**config.mk**
```make
export PLATFORM = sky130hd
export DESIGN_NAME = i2c_master_bit_sequencer_core
export DESIGN_NICKNAME = d
export VERILOG_FILES = /design/src/design/i2cmbs_pkg.sv /design/src/design/i2c_master_bit_sequencer_core.sv
export SDC_FILE = /design/constraint.sdc
export NUM_CORES = 1
export LEC_CHECK = 0
export BUFFER_PORTS_ARGS = -buffer_cell sky130_fd_sc_hd__buf_4
export CORE_MARGIN = 5
export CORE_UTILIZATION = 54
export DETAILED_ROUTE_END_ITERATION = 7
export GPL_TIMING_DRIVEN = 0
export PLACE_DENSITY = 0.77
export SYNTH_ARGS = -nofsm -noshare
export SYNTH_HDL_FRONTEND = slang
export SYNTH_SLANG_ARGS = --single-unit
export TNS_END_PERCENT = 5
```
**constraint.sdc**
```tcl
create_clock -name clk -period 3.99 [get_ports clk]
set_input_delay 0.798 -clock clk [delete_from_list [all_inputs] [get_ports clk]]
set_output_delay 0.798 -clock clk [all_outputs]
set_load 0.03 [all_outputs]
```
**src/design/i2cmbs_pkg.sv**
```systemverilog
// Package for the I2C master bit sequencer: command codes, field widths,
// per-command step counts. No dependencies.
`default_nettype none

package i2cmbs_pkg;

    localparam int MODE_W = 3;
    localparam int BYTE_W = 8;
    localparam int STEP_W = 5;
    localparam int PH_W   = 2;

    localparam int IN_DATA_W  = 16;
    localparam int OUT_DATA_W = 16;

    localparam logic [MODE_W-1:0] MODE_TICK  = 3'd0;
    localparam logic [MODE_W-1:0] MODE_START = 3'd1;
    localparam logic [MODE_W-1:0] MODE_STOP  = 3'd2;
    localparam logic [MODE_W-1:0] MODE_SEND  = 3'd3;
    localparam logic [MODE_W-1:0] MODE_RECV  = 3'd4;
    localparam logic [MODE_W-1:0] MODE_SACK  = 3'd5;
    localparam logic [MODE_W-1:0] MODE_RACK  = 3'd6;

    localparam logic [PH_W-1:0] PH_DRIVE = 2'd0;
    localparam logic [PH_W-1:0] PH_HIGH  = 2'd1;
    localparam logic [PH_W-1:0] PH_LOW   = 2'd2;

    localparam logic [BYTE_W-1:0] MSB_MASK = 8'h80;

    // Number of pin steps taken by each command.
    function automatic logic [STEP_W-1:0] seq_len(input logic [MODE_W-1:0] cmd);
        logic [STEP_W-1:0] len;
        begin
            case (cmd)
                MODE_START: len = STEP_W'(4);
                MODE_STOP:  len = STEP_W'(3);
                MODE_SEND:  len = STEP_W'(24);
                MODE_RECV:  len = STEP_W'(25);
                MODE_SACK:  len = STEP_W'(3);
                MODE_RACK:  len = STEP_W'(4);
                default:    len = STEP_W'(0);
            endcase
            return len;
        end
    endfunction

endpackage

`default_nettype wire

```
**src/design/i2c_master_bit_sequencer_core.sv**
```systemverilog
// I2C master bit sequencer top level: command/tick stream in, line state out.
// Depends on i2cmbs_pkg.
`default_nettype none

// One beat in, one beat out. Each beat is a command (arms the sequencer) or a
// tick (one SCL write, SDA write or SDA sample of the armed command). Each beat
// is processed combinationally, and its result is in the single output register on
// the next cycle. A new beat is taken every cycle while the output side is
// ready. A result that waits in the output register holds the input until it
// is taken. Commands that arrive while busy come back with rejected set.
module i2c_master_bit_sequencer_core
    import i2cmbs_pkg::*;
(
    input  wire logic                  clk,
    input  wire logic                  rst_n,
    input  wire logic                  s_axis_tvalid,
    output logic                       s_axis_tready,
    // tx_byte[7:0], ack_out[8], sda_in[9], zero pad
    input  wire logic [IN_DATA_W-1:0]  s_axis_tdata,
    // mode[2:0]
    input  wire logic [MODE_W-1:0]     s_axis_tuser,
    output logic                       m_axis_tvalid,
    input  wire logic                  m_axis_tready,
    // scl_level[0], sda_level[1], busy_res[2], done_res[3], rx_byte[11:4],
    // rx_ack[12], rejected[13], zero pad
    output logic [OUT_DATA_W-1:0]      m_axis_tdata
);

    logic [MODE_W-1:0] mode;
    logic [BYTE_W-1:0] tx_byte;
    logic              ack_out;
    logic              sda_in;
    logic              accept;

    logic              scl_reg, scl_next;
    logic              sda_reg, sda_next;
    logic [MODE_W-1:0] cmd_reg, cmd_next;
    logic [STEP_W-1:0] step_reg, step_next;
    logic [PH_W-1:0]   phase_reg, phase_next;
    logic [BYTE_W-1:0] shift_reg, shift_next;
    logic              ack_reg, ack_next;
    logic              busy_reg, busy_next;

    logic              done_c;
    logic              rej_c;
    logic [BYTE_W-1:0] rxb_c;
    logic              rxa_c;
    logic [PH_W-1:0]   phase_inc;

    logic                  out_valid_reg;
    logic [OUT_DATA_W-1:0] out_data_reg;

    assign mode    = s_axis_tuser;
    assign tx_byte = s_axis_tdata[BYTE_W-1:0];
    assign ack_out = s_axis_tdata[BYTE_W];
    assign sda_in  = s_axis_tdata[BYTE_W+1];

    assign s_axis_tready = !out_valid_reg || m_axis_tready;
    assign accept        = s_axis_tvalid && s_axis_tready;
    assign m_axis_tvalid = out_valid_reg;
    assign m_axis_tdata  = out_data_reg;

    assign phase_inc = (phase_reg == PH_LOW) ? PH_DRIVE : phase_reg + PH_W'(1);

    always_comb
    begin
        scl_next   = scl_reg;
        sda_next   = sda_reg;
        cmd_next   = cmd_reg;
        step_next  = step_reg;
        phase_next = phase_reg;
        shift_next = shift_reg;
        ack_next   = ack_reg;
        busy_next  = busy_reg;
        done_c     = 1'b0;
        rej_c      = 1'b0;
        rxb_c      = '0;
        rxa_c      = 1'b0;

        if (mode == MODE_TICK)
        begin
            if (busy_reg)
            begin
                case (cmd_reg)
                    MODE_START:
                    begin
                        if (step_reg == STEP_W'(0))      sda_next = 1'b1;
                        else if (step_reg == STEP_W'(1)) scl_next = 1'b1;
                        else if (step_reg == STEP_W'(2)) sda_next = 1'b0;
                        else                             scl_next = 1'b0;
                    end
                    MODE_STOP:
                    begin
                        if (step_reg == STEP_W'(0))      sda_next = 1'b0;
                        else if (step_reg == STEP_W'(1)) scl_next = 1'b1;
                        else                             sda_next = 1'b1;
                    end
                    MODE_SEND:
                    begin
                        if (phase_reg == PH_DRIVE)     sda_next = shift_reg[BYTE_W-1];
                        else if (phase_reg == PH_HIGH) scl_next = 1'b1;
                        else
                        begin
                            scl_next   = 1'b0;
                            shift_next = {shift_reg[BYTE_W-2:0], 1'b0};
                        end
                    end
                    MODE_RECV:
                    begin
                        if (step_reg == STEP_W'(0))    sda_next = 1'b1;
                        else if (phase_reg == PH_DRIVE) scl_next = 1'b1;
                        else if (phase_reg == PH_HIGH)
                            shift_next = {shift_reg[BYTE_W-2:0], sda_in};
                        else                           scl_next = 1'b0;
                    end
                    MODE_SACK:
                    begin
                        if (step_reg == STEP_W'(0))      sda_next = shift_reg[BYTE_W-1];
                        else if (step_reg == STEP_W'(1)) scl_next = 1'b1;
                        else                             scl_next = 1'b0;
                    end
                    MODE_RACK:
                    begin
                        if (step_reg == STEP_W'(0))      sda_next = 1'b1;
                        else if (step_reg == STEP_W'(1)) scl_next = 1'b1;
                        else if (step_reg == STEP_W'(2)) ack_next = sda_in;
                        else                             scl_next = 1'b0;
                    end
                    default: ;
                endcase

                // receive byte holds its bit phase through the SDA release step
                if (cmd_reg == MODE_RECV && step_reg == STEP_W'(0))
                    phase_next = PH_DRIVE;
                else
                    phase_next = phase_inc;

                step_next = step_reg + STEP_W'(1);
                if (step_next >= seq_len(cmd_reg))
                begin
                    done_c     = 1'b1;
                    busy_next  = 1'b0;
                    cmd_next   = MODE_TICK;
                    step_next  = '0;
                    phase_next = PH_DRIVE;
                    if (cmd_reg == MODE_RECV) rxb_c = shift_next;
                    if (cmd_reg == MODE_RACK) rxa_c = ack_next;
                end
            end
        end
        else if (mode inside {[MODE_START:MODE_RACK]})
        begin
            if (busy_reg)
                rej_c = 1'b1;
            else
            begin
                cmd_next   = mode;
                step_next  = '0;
                phase_next = PH_DRIVE;
                busy_next  = 1'b1;
                case (mode)
                    MODE_SEND: shift_next = tx_byte;
                    MODE_RECV: shift_next = '0;
                    MODE_SACK: shift_next = ack_out ? MSB_MASK : '0;
                    default:   ;
                endcase
            end
        end
    end

    always_ff @(posedge clk or negedge rst_n)
    begin
        if (!rst_n)
        begin
            scl_reg       <= 1'b1;
            sda_reg       <= 1'b1;
            cmd_reg       <= MODE_TICK;
            step_reg      <= '0;
            phase_reg     <= PH_DRIVE;
            shift_reg     <= '0;
            ack_reg       <= 1'b0;
            busy_reg      <= 1'b0;
            out_valid_reg <= 1'b0;
        end
        else
        begin
            if (accept)
            begin
                scl_reg   <= scl_next;
                sda_reg   <= sda_next;
                cmd_reg   <= cmd_next;
                step_reg  <= step_next;
                phase_reg <= phase_next;
                shift_reg <= shift_next;
                ack_reg   <= ack_next;
                busy_reg  <= busy_next;
            end
            if (accept)
                out_valid_reg <= 1'b1;
            else if (m_axis_tready)
                out_valid_reg <= 1'b0;
        end
    end

    always_ff @(posedge clk)
    begin
        if (accept)
            out_data_reg <= {2'b00, rej_c, rxa_c, rxb_c, done_c, busy_next,
                             sda_next, scl_next};
    end

    a_busy_has_cmd: assert property (@(posedge clk) disable iff (!rst_n)
        busy_reg |-> (cmd_reg != MODE_TICK))
        else $error("busy without an active command");

    a_step_bound: assert property (@(posedge clk) disable iff (!rst_n)
        busy_reg |-> (step_reg < seq_len(cmd_reg)))
        else $error("step counter past end of sequence");

    a_done_clears_busy: assert property (@(posedge clk) disable iff (!rst_n)
        (accept && done_c) |=> (!busy_reg && out_data_reg[3] && !out_data_reg[2]))
        else $error("finished command left block busy");

    a_reject_keeps_state: assert property (@(posedge clk) disable iff (!rst_n)
        (accept && rej_c) |=> ($stable(step_reg) && $stable(cmd_reg) && busy_reg))
        else $error("rejected command changed sequencer state");

endmodule

`default_nettype wire
```
==> run summary, run 1 <==
=========================================================================================
Result of the run                                                            finished clean
Clock slew seen by the registers of the worst setup and hold paths                0.08 ns
Dpl ws                                                                           0.759 ns
IR Drop Worst-Case VDD                                                           0.303 mV
Worst-case headroom to the max-slew limit                                           36.9%
Routed Wire Length                                                                5790 µm
Hold/Removal Path Class                                                       in -> async
Post-Route Setup TNS                                                                 0 ns
P per Cell Area                                                                572 nW/µm²
Share of post-route cells with drive strength above 1                               20.1%
WP data arrival                                                                   3.21 ns
Post-Syn Instances                                                                    262
Final clock period utilization by the worst path                                    75.5%
H-Tree Level Count                                                                      2
All-layer global routing usage                                                      19.6%
Flip-flop count of the largest register, all copies and words added                    14
Leakage power summed over all cells                                               1.29 nW
Number of rows created at floorplan                                                    24
Sequential element share of the synthesized area                                    40.2%
Global-route track usage on met2                                                    30.1%
First-pass GRT wire length                                                        9560 µm
Number of synthesized flops with an enable pin                                         14
Growth of design area from synthesis to finish                                      16.9%
Cts repair resizes                                                                      0
Type of element capturing the critical path                                          flop
Internal reg-to-reg setup slack                                                   0.98 ns
Initial antenna violation count                                                         0
Final-report max-slew violation count                                                   0
Layout Skew                                                                    0.00618 ns
Initial standard-cell utilization of the core                                       56.3%
Via count of the first global-routing pass                                           1966
Count of input and output buffers                                                      32
Fraction of met3 tracks used by global routing                                      3.47%
Biggest fanout along the worst timing path                                             10
HPWL after detailed placement                                                     4300 µm
Busiest layer in global routing                                                      met2
Total of hold buffers inserted after clock tree synthesis                               0
Critical path data required time                                                  4.19 ns
Clock tree from TritonCTS                                                            done
Post-detailed-route via-to-cell ratio                                                5.94
Routed wire per std cell                                                          16.3 µm
Final Hold Slack                                                                 0.389 ns
Fmax                                                                              332 MHz
Die area                                                                         6060 µm²
Clock buffer count from CTS                                                             5
Transition time at the pin with the least slew margin                            0.946 ns
Number of optimization iterations in the first detailed-route pass                      4
Number of diodes                                                                        0
Final Hold Violating Endpoints                                                          0
Clk sink count                                                                         37
Number of nets with antenna violations after routing                                    0
Yosys Warn Count                                                                        0
Proportion of register bits with asynchronous set or reset after synthesis          62.2%
Die height                                                                        77.8 µm
Root Buffer                                                                  sky130_fd_sc_hd__clkbuf_8
Number of violations of the max-capacitance limit                                       0
Drt first-iter violations                                                             159
#FFs+latches synth                                                                     37
Overall via count from detail_route                                                  2108
DRC viols                                                                               0
Met1 usage in global routing                                                        27.8%
Largest net degree at the start of global routing                                      24
Overall die width                                                                 77.8 µm
Classification of the worst setup path                                         reg -> reg
Overall power consumption                                                         1.66 mW
Minimum period implied by the final worst setup slack                             3.01 ns
Number of different library cells in the post-synthesis netlist                        62
Net count of the finished layout                                                      337
Final weighted congestion of routability-driven global placement                    0.887
Clock Latency Late Sink                                                           0.29 ns
Capture instance of the worst register-to-register path                      phase_reg[1]
Number of placed I/O pins                                                              41
Reg2Reg Launch Point                                                           cmd_reg[0]
Path depth of the worst reg2reg path                                                   10
Setup repair after global routing missed its margin                                    no
Global route total overflow                                                             0
Syn Area/Cell                                                                    9.48 µm²
Final WS setup                                                                   0.979 ns
Buffer levels on the longest clock path                                                 2
Number of buffers inserted to repair setup after CTS                                    0
CP Launch Type                                                                       flop
Prevailing post-synth register cell                                          sky130_fd_sc_hd__dfrtp_1
Netlist Area Pre-Place                                                           2480 µm²
Setup violations, final                                                                 0
Placeable core region                                                            4410 µm²
=========================================================================================
cells in the final DEF (no fill, tap or decap), types with 11 or more instances in the layout:
cell type / synthesis / layout
sky130_fd_sc_hd__clkbuf_1: 11 / 11
sky130_fd_sc_hd__ha_1: 12 / 12
sky130_fd_sc_hd__nand2_1: 15 / 15
sky130_fd_sc_hd__dfrtp_1: 21 / 21
sky130_fd_sc_hd__nor2_1: 23 / 23
sky130_fd_sc_hd__buf_4: 2 / 34
sky130_fd_sc_hd__a21oi_1: 17 / 17
sky130_fd_sc_hd__edfxtp_1: 14 / 14
sky130_fd_sc_hd__nand3_1: 11 / 11
stage by stage:
stage / area, µm² / utilization, % / instances
floorplan: 2490 / - / 263
global placement: 2790 / 63.3 / 347
detailed placement: 2790 / 63.3 / 347
CTS: 2900 / 65.8 / 355
global route: 2900 / 65.8 / 355
finish: 2900 / 65.8 / 355
cell usage after synthesis, types with 3 or more instances:
cell type / count / area [µm²]
sky130_fd_sc_hd__nor3b_1: 6 / 45.0
sky130_fd_sc_hd__o31ai_1: 4 / 30.0
sky130_fd_sc_hd__nor2_1: 23 / 86.3
sky130_fd_sc_hd__edfxtp_1: 14 / 420
sky130_fd_sc_hd__a21oi_1: 17 / 85.1
sky130_fd_sc_hd__o22a_1: 3 / 26.3
sky130_fd_sc_hd__a22o_1: 5 / 43.8
sky130_fd_sc_hd__clkbuf_1: 11 / 41.3
sky130_fd_sc_hd__nor2b_1: 6 / 37.5
sky130_fd_sc_hd__inv_1: 6 / 22.5
sky130_fd_sc_hd__buf_2: 4 / 20.0
sky130_fd_sc_hd__and3_1: 4 / 25.0
sky130_fd_sc_hd__o21ai_1: 3 / 15.0
sky130_fd_sc_hd__a31oi_1: 3 / 18.8
sky130_fd_sc_hd__buf_6: 3 / 33.8
sky130_fd_sc_hd__nand3_1: 11 / 55.1
sky130_fd_sc_hd__nor3_1: 6 / 30.0
sky130_fd_sc_hd__o211ai_1: 4 / 30.0
sky130_fd_sc_hd__ha_1: 12 / 150
sky130_fd_sc_hd__nand2b_1: 7 / 43.8
sky130_fd_sc_hd__nand2_1: 15 / 56.3
sky130_fd_sc_hd__o21ai_0: 8 / 40.0
sky130_fd_sc_hd__a21boi_0: 3 / 22.5
sky130_fd_sc_hd__dfrtp_1: 21 / 526
sky130_fd_sc_hd__a21o_1: 5 / 37.5
sky130_fd_sc_hd__a211oi_1: 3 / 22.5
sky130_fd_sc_hd__a22oi_1: 3 / 22.5
sky130_fd_sc_hd__mux2i_1: 8 / 80.1
worst max-delay path by stage:
stage / startpoint / endpoint / slack (ns) / cells after the start
5_1_grt: cmd_reg[0] / phase_reg[1] / 0.76 / 10
4_1_cts: cmd_reg[0] / phase_reg[1] / 1.04 / 10
2_1_floorplan: s_axis_tuser[2] / shift_reg[2] / 1.19 / 9
3_3_place_gp: s_axis_tuser[2] / shift_reg[2] / 0.80 / 10
6_report: cmd_reg[0] / phase_reg[1] / 0.98 / 10
3_5_place_dp: s_axis_tuser[2] / shift_reg[2] / 0.76 / 10
power breakdown:
group	internal (mW)	total, mW	switching (mW)
clock	0.184	0.322	0.138
sequential	0.489	0.583	0.0946
combinational	0.309	0.756	0.447
total	0.982	1.66	0.679
cells by family (layout without fill, tap and decap cells):
| kind of cell | after synthesis | in the layout | share of synthesized area [%] |
|---|---|---|---|
| AOI/OAI and AO/OA | 75 | 75 | 21.2 |
| xor gates and xnor gates | 2 | 2 | 0.705 |
| adders and majority gates | 12 | 12 | 6.05 |
| buffers and inverters | 27 | 67 | 5.49 |
| DFF | 37 | 37 | 40.2 |
| muxes | 10 | 10 | 4.13 |
| other | 1 | 2 | 0.151 |
| and+or+nand+nor | 98 | 98 | 22.1 |
cell type report:
| type | count | area, µm² |
|---|---|---|
| Fill cell | 378 | 1510 |
| Sequential cell | 37 | 998 |
| Inverter | 7 | 26.3 |
| Timing Repair Buffer | 32 | 240 |
| Clock buffer | 5 | 68.8 |
| Buffer | 20 | 110 |
| Tap cell | 52 | 65.1 |
| Multi-Input combinational cell | 199 | 1350 |
| Clock inverter | 3 | 41.3 |
critical path, stage by stage (launching register included):
cell and delay, ns:
sky130_fd_sc_hd__dfrtp_1 0.32, sky130_fd_sc_hd__clkbuf_1 0.29, sky130_fd_sc_hd__clkbuf_1 0.35, sky130_fd_sc_hd__nand3b_1 0.22, sky130_fd_sc_hd__a21boi_0 0.28, sky130_fd_sc_hd__ha_1 0.28, sky130_fd_sc_hd__o211ai_1 0.09, sky130_fd_sc_hd__a21oi_1 0.08
sky130_fd_sc_hd__o22ai_1 0.55, sky130_fd_sc_hd__o211ai_1 0.22, sky130_fd_sc_hd__o31ai_1 0.23
layer usage:
metal / part of all wire (%) / vias up
met2: 45 / 58
met5: 0 / -
met1: 48 / 995
met3: 5.6 / 10
met4: 1.8 / 0
li1: - / 1045
Note: power is estimated with default switching activity, not from simulation.
==> run 2: changes to the inputs <==
Settings changed: CORE_UTILIZATION 54 to 51, PLACE_DENSITY 0.77 to 0.76.
Clock period 3.99 ns to 2.6 ns, I/O delays scaled along.
==> run 2 against run 1 <==
Clock skew is essentially flat. Core utilization shrank 2.4 points. Fmax grew 21%. Cell count up 4.5%. Non-clock buffer count rose by 1. Power grew 63%. Via count is 2.0% higher. Largest cell class unchanged. Global-route usage shrank 0.78 points. Hold slack worse by 0.28 ns. First-iteration DRC count grew 13%. Die area increased by 5.1%. Clock-buffer cell count unchanged.
==> run summary, run 2 (synthesis results as in run 1) <==
==================================================================================
Result of the run                                                     finished clean
Clock tree from TritonCTS                                                     done
Final clock period utilization by the worst path                             95.4%   +20 points
Path depth of the worst reg2reg path                                             8   -2
Final Hold Violating Endpoints                                                   0   unchanged
Count of fill cells added during filler insertion                              427   +13%
Routed Wire Length                                                         5680 µm   -1.9%
Most frequent cells in the layout                                     37 x sky130_fd_sc_hd__buf_4, 23 x sky130_fd_sc_hd__nor2_1, 18 x sky130_fd_sc_hd__dfrtp_1, 15 x sky130_fd_sc_hd__nand2_1, 15 x sky130_fd_sc_hd__a21oi_1
Final WS setup                                                            0.121 ns   -0.858 ns
Global route total overflow                                                      0   unchanged
HPWL after detailed placement                                              4270 µm   -0.51%
Share of post-route cells with drive strength above 1                        25.3%   +5.2 points
Flip-flop count of the largest register, all copies and words added             14   unchanged
Dpl ws                                                                   -0.419 ns   -1.18 ns
Final-report max-slew violation count                                            0   unchanged
Classification of the worst setup path                                  reg -> reg
Largest delay share family, worst path                                simple AND/OR/NAND/NOR gates
Cell count after placement                                                     362   +4.3%
Transition time at the pin with the least slew margin                     0.913 ns   -0.0337 ns
Number of violations of the max-capacitance limit                                0   unchanged
Hold/Removal Path Class                                                in -> async
Clock buffer count from CTS                                                      5   unchanged
WP data arrival                                                            2.53 ns   -0.68 ns
Die area                                                                  6370 µm²   +5.1%
Footprint of the multi-input gates                                        1400 µm²   +3.2%
Largest net degree at the start of global routing                               24   unchanged
P per Cell Area                                                         903 nW/µm²   +58%
Number of diodes                                                                 0   unchanged
Via count of the first global-routing pass                                    1932   -1.7%
Internal reg-to-reg setup slack                                            0.12 ns   -0.86 ns
Number of optimization iterations in the first detailed-route pass               6   +2
Buf/Inv on CP                                                                    0   -2
First-pass GRT wire length                                                 9450 µm   -1.2%
Buffer levels on the longest clock path                                          2   unchanged
Clock slew seen by the registers of the worst setup and hold paths         0.08 ns   about the same
Biggest fanout along the worst timing path                                       5   -5
Commonest non-fill, non-tap cell in the layout                        sky130_fd_sc_hd__buf_4
Worst-case headroom to the max-slew limit                                    39.2%   +2.2 points
Die height                                                                 79.8 µm   +2.5%
Clk sink count                                                                  37   unchanged
H-Tree Level Count                                                               2   unchanged
Max incr delay on CP                                                       0.44 ns   -0.11 ns
Minimum period implied by the final worst setup slack                      2.48 ns   -0.532 ns
Post-Route Setup TNS                                                          0 ns   unchanged
Filler-free cell count of the finished design                                  371   +4.5%
Overall power consumption                                                  2.70 mW   +63%
Capture instance of the worst register-to-register path               m_axis_tdata[12]
Net count of the finished layout                                               338   +0.30%
Clock Latency Late Sink                                                    0.29 ns   about the same
Final weighted congestion of routability-driven global placement             0.934   +5.3%
Overall die width                                                          79.8 µm   +2.5%
IR Drop Worst-Case VDD                                                    0.456 mV   +51%
Drt first-iter violations                                                      180   +13%
Root Buffer                                                           sky130_fd_sc_hd__clkbuf_8
Most numerous cell on the critical path                               sky130_fd_sc_hd__ha_1
Cell chain of the critical path                                       ha_1 > and2b_1 > or2_2 > ha_1 > a211o_1 > o22a_2 > and2_1 > nor3b_2
Total of hold buffers inserted after clock tree synthesis                        0   unchanged
Core Util, Final                                                             63.3%   -2.4 points
Growth of design area from synthesis to finish                               20.5%
Sequential Area                                                           1000 µm²   +0.38%
Number of placed I/O pins                                                       41   unchanged
Post-detailed-route via-to-cell ratio                                         5.80   -2.4%
DRC viols                                                                        0   unchanged
Reg2Reg Launch Point                                                   step_reg[0]
Critical path data required time                                           2.65 ns   -1.54 ns
All-layer global routing usage                                               18.8%   -0.78 points
Initial antenna violation count                                                  0   unchanged
Routed wire per std cell                                                   15.3 µm   -6.2%
Type of element capturing the critical path                                   flop
Overall via count from detail_route                                           2151   +2.0%
CP Launch Type                                                                flop
Count of input and output buffers                                               32   unchanged
Setup violations, final                                                          0   unchanged
Leakage power summed over all cells                                        1.31 nW   +1.9%
Critical-path top delay cell                                          sky130_fd_sc_hd__dfrtp_2
Layout Skew                                                             0.00645 ns   +0.000275 ns
Fmax                                                                       403 MHz   +21%
Number of nets with antenna violations after routing                             0   unchanged
Initial standard-cell utilization of the core                                52.6%   -3.7 points
Placeable core region                                                     4720 µm²   +7.0%
Number of rows created at floorplan                                             25   +4.2%
==================================================================================
-- run 2: cell types whose count changed in the layout (fill, tap and decap cells not counted), sizes merged --
cell / delta
clkbuf: -2
buf: +3
-- run 2: cell type report --
cell class	count	area share, %
timing repair buffer	34	8.53
buffer	19	3.76
clock inverter	3	1.55
inverter	7	0.878
multi-input combinational	199	46.7
tap	67	2.80
sequential	37	33.5
clock buffer	5	2.30
-- run 2: layer usage --
metal	wire [µm]	share of wire, %	up-vias	GRT usage [%]
li1	-	-	1045	-
met1	2610	46	1008	27.7
met2	2520	44	84	27.3
met3	422	7.4	14	3.72
met4	121	2.1	0	6.76
met5	0	0	-	0
-- run 2: report_power, final --
part	internal [mW]	total [mW]	switching, mW
Clock	0.287	0.505	0.218
Combinational	0.570	1.29	0.718
Sequential	0.754	0.906	0.152
-- run 2: per-stage QoR --
stage | hold slack (ns) | instance area, µm²
5_1_grt | 0.130 | 2990
4_1_cts | 0.115 | 2940
3_3_place_gp | 0.434 | 2810
2_1_floorplan | 0.224 | 2490
6_report | 0.111 | 2990
3_5_place_dp | 0.437 | 2810
-- run 2: how the worst max path moves through the flow --
stage                               start          endpoint  slack, ns  depth (start not counted)
final                         step_reg[0]  m_axis_tdata[12]       0.12                          8
after global routing           cmd_reg[2]       step_reg[3]     -0.002                         10
after CTS                     step_reg[0]  m_axis_tdata[12]       0.05                          9
after detailed placement       cmd_reg[0]      phase_reg[1]      -0.42                         10
after global placement    s_axis_tuser[2]      shift_reg[2]      -0.31                         10
after floorplan           s_axis_tuser[2]      shift_reg[2]       0.08                          9
-- run 2: what timing repair did --
action	CTS	global route
setup buffers	0	2
endpoints found under the setup margin	22	17
pin swaps	0	2
resized for setup	8	11
==> run 3: changes to the inputs <==
Settings changed: CORE_UTILIZATION 51 to 54, PLACE_DENSITY 0.76 to 0.77.
Clock period 2.6 ns to 2.55 ns, I/O delays scaled along.
==> run 3 against run 2 <==
Register-to-register slack worse by 0.04 ns. Critical path depth unchanged. Hold slack got worse by 0.0098 ns. First-iteration DRC count decreased by 0.56%. Highest routed layer unchanged. Sequential share of layout area rose by 0.28 points.
==> run summary, run 3 (synthesis results as in run 1) <==
==================================================================================
Drt first-iter violations                                                      179   -0.56%
Clock tree from TritonCTS                                                     done
Most frequent cells in the layout                                     36 x sky130_fd_sc_hd__buf_4, 23 x sky130_fd_sc_hd__nor2_1, 18 x sky130_fd_sc_hd__dfrtp_1, 15 x sky130_fd_sc_hd__nand2_1, 15 x sky130_fd_sc_hd__a21oi_1
First-pass GRT wire length                                                 9610 µm   +1.7%
Final-report max-slew violation count                                            0   unchanged
Post-Route Setup TNS                                                          0 ns   unchanged
Number of rows created at floorplan                                             24   -4.0%
Routed wire per std cell                                                   16.6 µm   +8.4%
Number of nets with antenna violations after routing                             0   unchanged
Largest net degree at the start of global routing                               24   unchanged
Minimum period implied by the final worst setup slack                      2.47 ns   -0.00812 ns
Net switching component of the power                                       1.14 mW   +4.7%
Initial standard-cell utilization of the core                                56.3%   +3.7 points
Share of post-route cells with drive strength above 1                        24.8%   -0.58 points
Final clock period utilization by the worst path                             96.9%   +1.6 points
Setup repair after global routing missed its margin                            yes
P per Cell Area                                                         944 nW/µm²   +4.6%
Sequential share of power                                                    33.4%   -0.2 points
Number of optimization iterations in the first detailed-route pass               4   -2
Initial antenna violation count                                                  0   unchanged
Type of element capturing the critical path                                   flop
Fmax                                                                       405 MHz   +0.33%
Setup violations, final                                                          0   unchanged
Final weighted congestion of routability-driven global placement             0.887   -5.0%
Via count of the first global-routing pass                                    1968   +1.9%
All-layer global routing usage                                               19.7%   +0.90 points
Layout Skew                                                             0.00437 ns   -0.00208 ns
Count of input and output buffers                                               32   unchanged
Clk sink count                                                                  37   unchanged
H-Tree Level Count                                                               2   unchanged
Transition time at the pin with the least slew margin                     0.763 ns   -0.150 ns
Final Hold Violating Endpoints                                                   0   unchanged
DRC viols                                                                        0   unchanged
Leakage power summed over all cells                                        1.30 nW   -0.35%
Biggest fanout along the worst timing path                                       7   +2
Combinational power share                                                    48.5%   +0.8 points
WP data arrival                                                            2.51 ns   -0.02 ns
Overall power consumption                                                  2.80 mW   +3.8%
Growth of design area from synthesis to finish                               19.4%
Critical path data required time                                           2.59 ns   -0.06 ns
Result of the run                                                     finished clean
Net Sw Frac                                                                  40.7%   +0.36 points
Internal power contribution                                                1.66 mW   +3.1%
Clock Latency Late Sink                                                    0.29 ns   about the same
Die height                                                                 77.8 µm   -2.5%
Buffer levels on the longest clock path                                          2   unchanged
Clock slew seen by the registers of the worst setup and hold paths         0.08 ns   about the same
Root Buffer                                                           sky130_fd_sc_hd__clkbuf_8
Post-detailed-route via-to-cell ratio                                         5.98   +3.2%
Net count of the finished layout                                               337   -0.30%
IR Drop Worst-Case VDD                                                    0.524 mV   +15%
HPWL after detailed placement                                              4300 µm   +0.52%
Part of the power in the clock network                                       18.1%   -0.6 points
Number of diodes                                                                 0   unchanged
Number of placed I/O pins                                                       41   unchanged
CP Launch Type                                                                flop
Flip-flop count of the largest register, all copies and words added             14   unchanged
Count of fill cells added during filler insertion                              364   -15%
Global route total overflow                                                      0   unchanged
Die area                                                                  6060 µm²   -4.9%
Clock buffer count from CTS                                                      5   unchanged
Core Util, Final                                                             67.2%   +3.9 points
Classification of the worst setup path                                  reg -> reg
Commonest non-fill, non-tap cell in the layout                        sky130_fd_sc_hd__buf_4
Overall die width                                                          77.8 µm   -2.5%
Number of violations of the max-capacitance limit                                0   unchanged
Path depth of the worst reg2reg path                                             8   unchanged
Hold/Removal Path Class                                                in -> async
Worst-case headroom to the max-slew limit                                    49.2%   +10 points
Routed Wire Length                                                         5890 µm   +3.8%
Overall via count from detail_route                                           2124   -1.3%
Total of hold buffers inserted after clock tree synthesis                        0   unchanged
Placeable core region                                                     4410 µm²   -6.5%
==================================================================================
[run 3: cell count changes in the layout (fill, tap and decap cells not counted), sizes merged]
cell	before	now
buf	44	43
[run 3: what timing repair did]
item,4_1_cts,5_1_grt
pin swaps,0,2
buffers inserted,0,2
setup endpoints to repair,21,19
resized for setup,7,11
[run 3: worst max-delay path: stages (launching register included)]
cell and delay [ns]:
sky130_fd_sc_hd__dfrtp_2 0.45, sky130_fd_sc_hd__ha_1 0.24, sky130_fd_sc_hd__and2b_1 0.17, sky130_fd_sc_hd__or2_2 0.28
sky130_fd_sc_hd__ha_1 0.20, sky130_fd_sc_hd__a211o_1 0.30, sky130_fd_sc_hd__o22a_2 0.27, sky130_fd_sc_hd__and2_1 0.18
sky130_fd_sc_hd__nor3b_1 0.14
[run 3: final timing paths]
check	from	to	slack (ns)
setup / recovery	step_reg[0]	m_axis_tdata[12]	0.08
hold / removal	rst_n	step_reg[4]	0.10
setup reg to reg	step_reg[0]	m_axis_tdata[12]	0.08
hold reg to reg	scl_reg	scl_reg	0.51
max in group asynchronous	rst_n	sda_reg	2.17
min in group clk	s_axis_tdata[2]	shift_reg[2]	0.46
[run 3: layout make-up]
cell class	instances	area, µm²	area share [%]
Multi-Input combinational cell	199	1400	47.2
Buffer	18	109	3.67
Tap cell	52	65.1	2.19
Timing Repair Buffer	34	255	8.60
Clock inverter	3	41.3	1.39
Sequential cell	37	1000	33.8
Clock buffer	5	68.8	2.32
Inverter	7	26.3	0.886
[run 3: power groups by stage]
stage                     registers, mW  clock network, mW  logic, mW
after floorplan                   0.909                  0      0.852
after global placement            0.915                  0       1.13
after detailed placement          0.920                  0       1.16
after CTS                         0.920              0.512       1.19
after global routing              0.951              0.539       1.48
final                             0.934              0.507       1.36
[run 3: through the flow]
stage / std cells / hold WS, ns / setup slack [ns] / instance area (µm²)
after floorplan: 263 / 0.214 / 0.0365 / 2490
after global placement: 347 / 0.428 / -0.351 / 2790
after detailed placement: 347 / 0.425 / -0.393 / 2790
after CTS: 354 / 0.107 / 0.0111 / 2920
after global routing: 355 / 0.121 / -0.0159 / 2970
final: 355 / 0.101 / 0.0790 / 2970
[run 3: metal layers]
| layer | part of all wire [%] | global-route usage (%) | vias up |
|---|---|---|---|
| li1 | - | - | 1049 |
| met1 | 46 | 27.9 | 1007 |
| met2 | 46 | 30.5 | 60 |
| met3 | 5.7 | 3.47 | 8 |
| met4 | 1.6 | 6.53 | 0 |
| met5 | 0 | 0 | - |
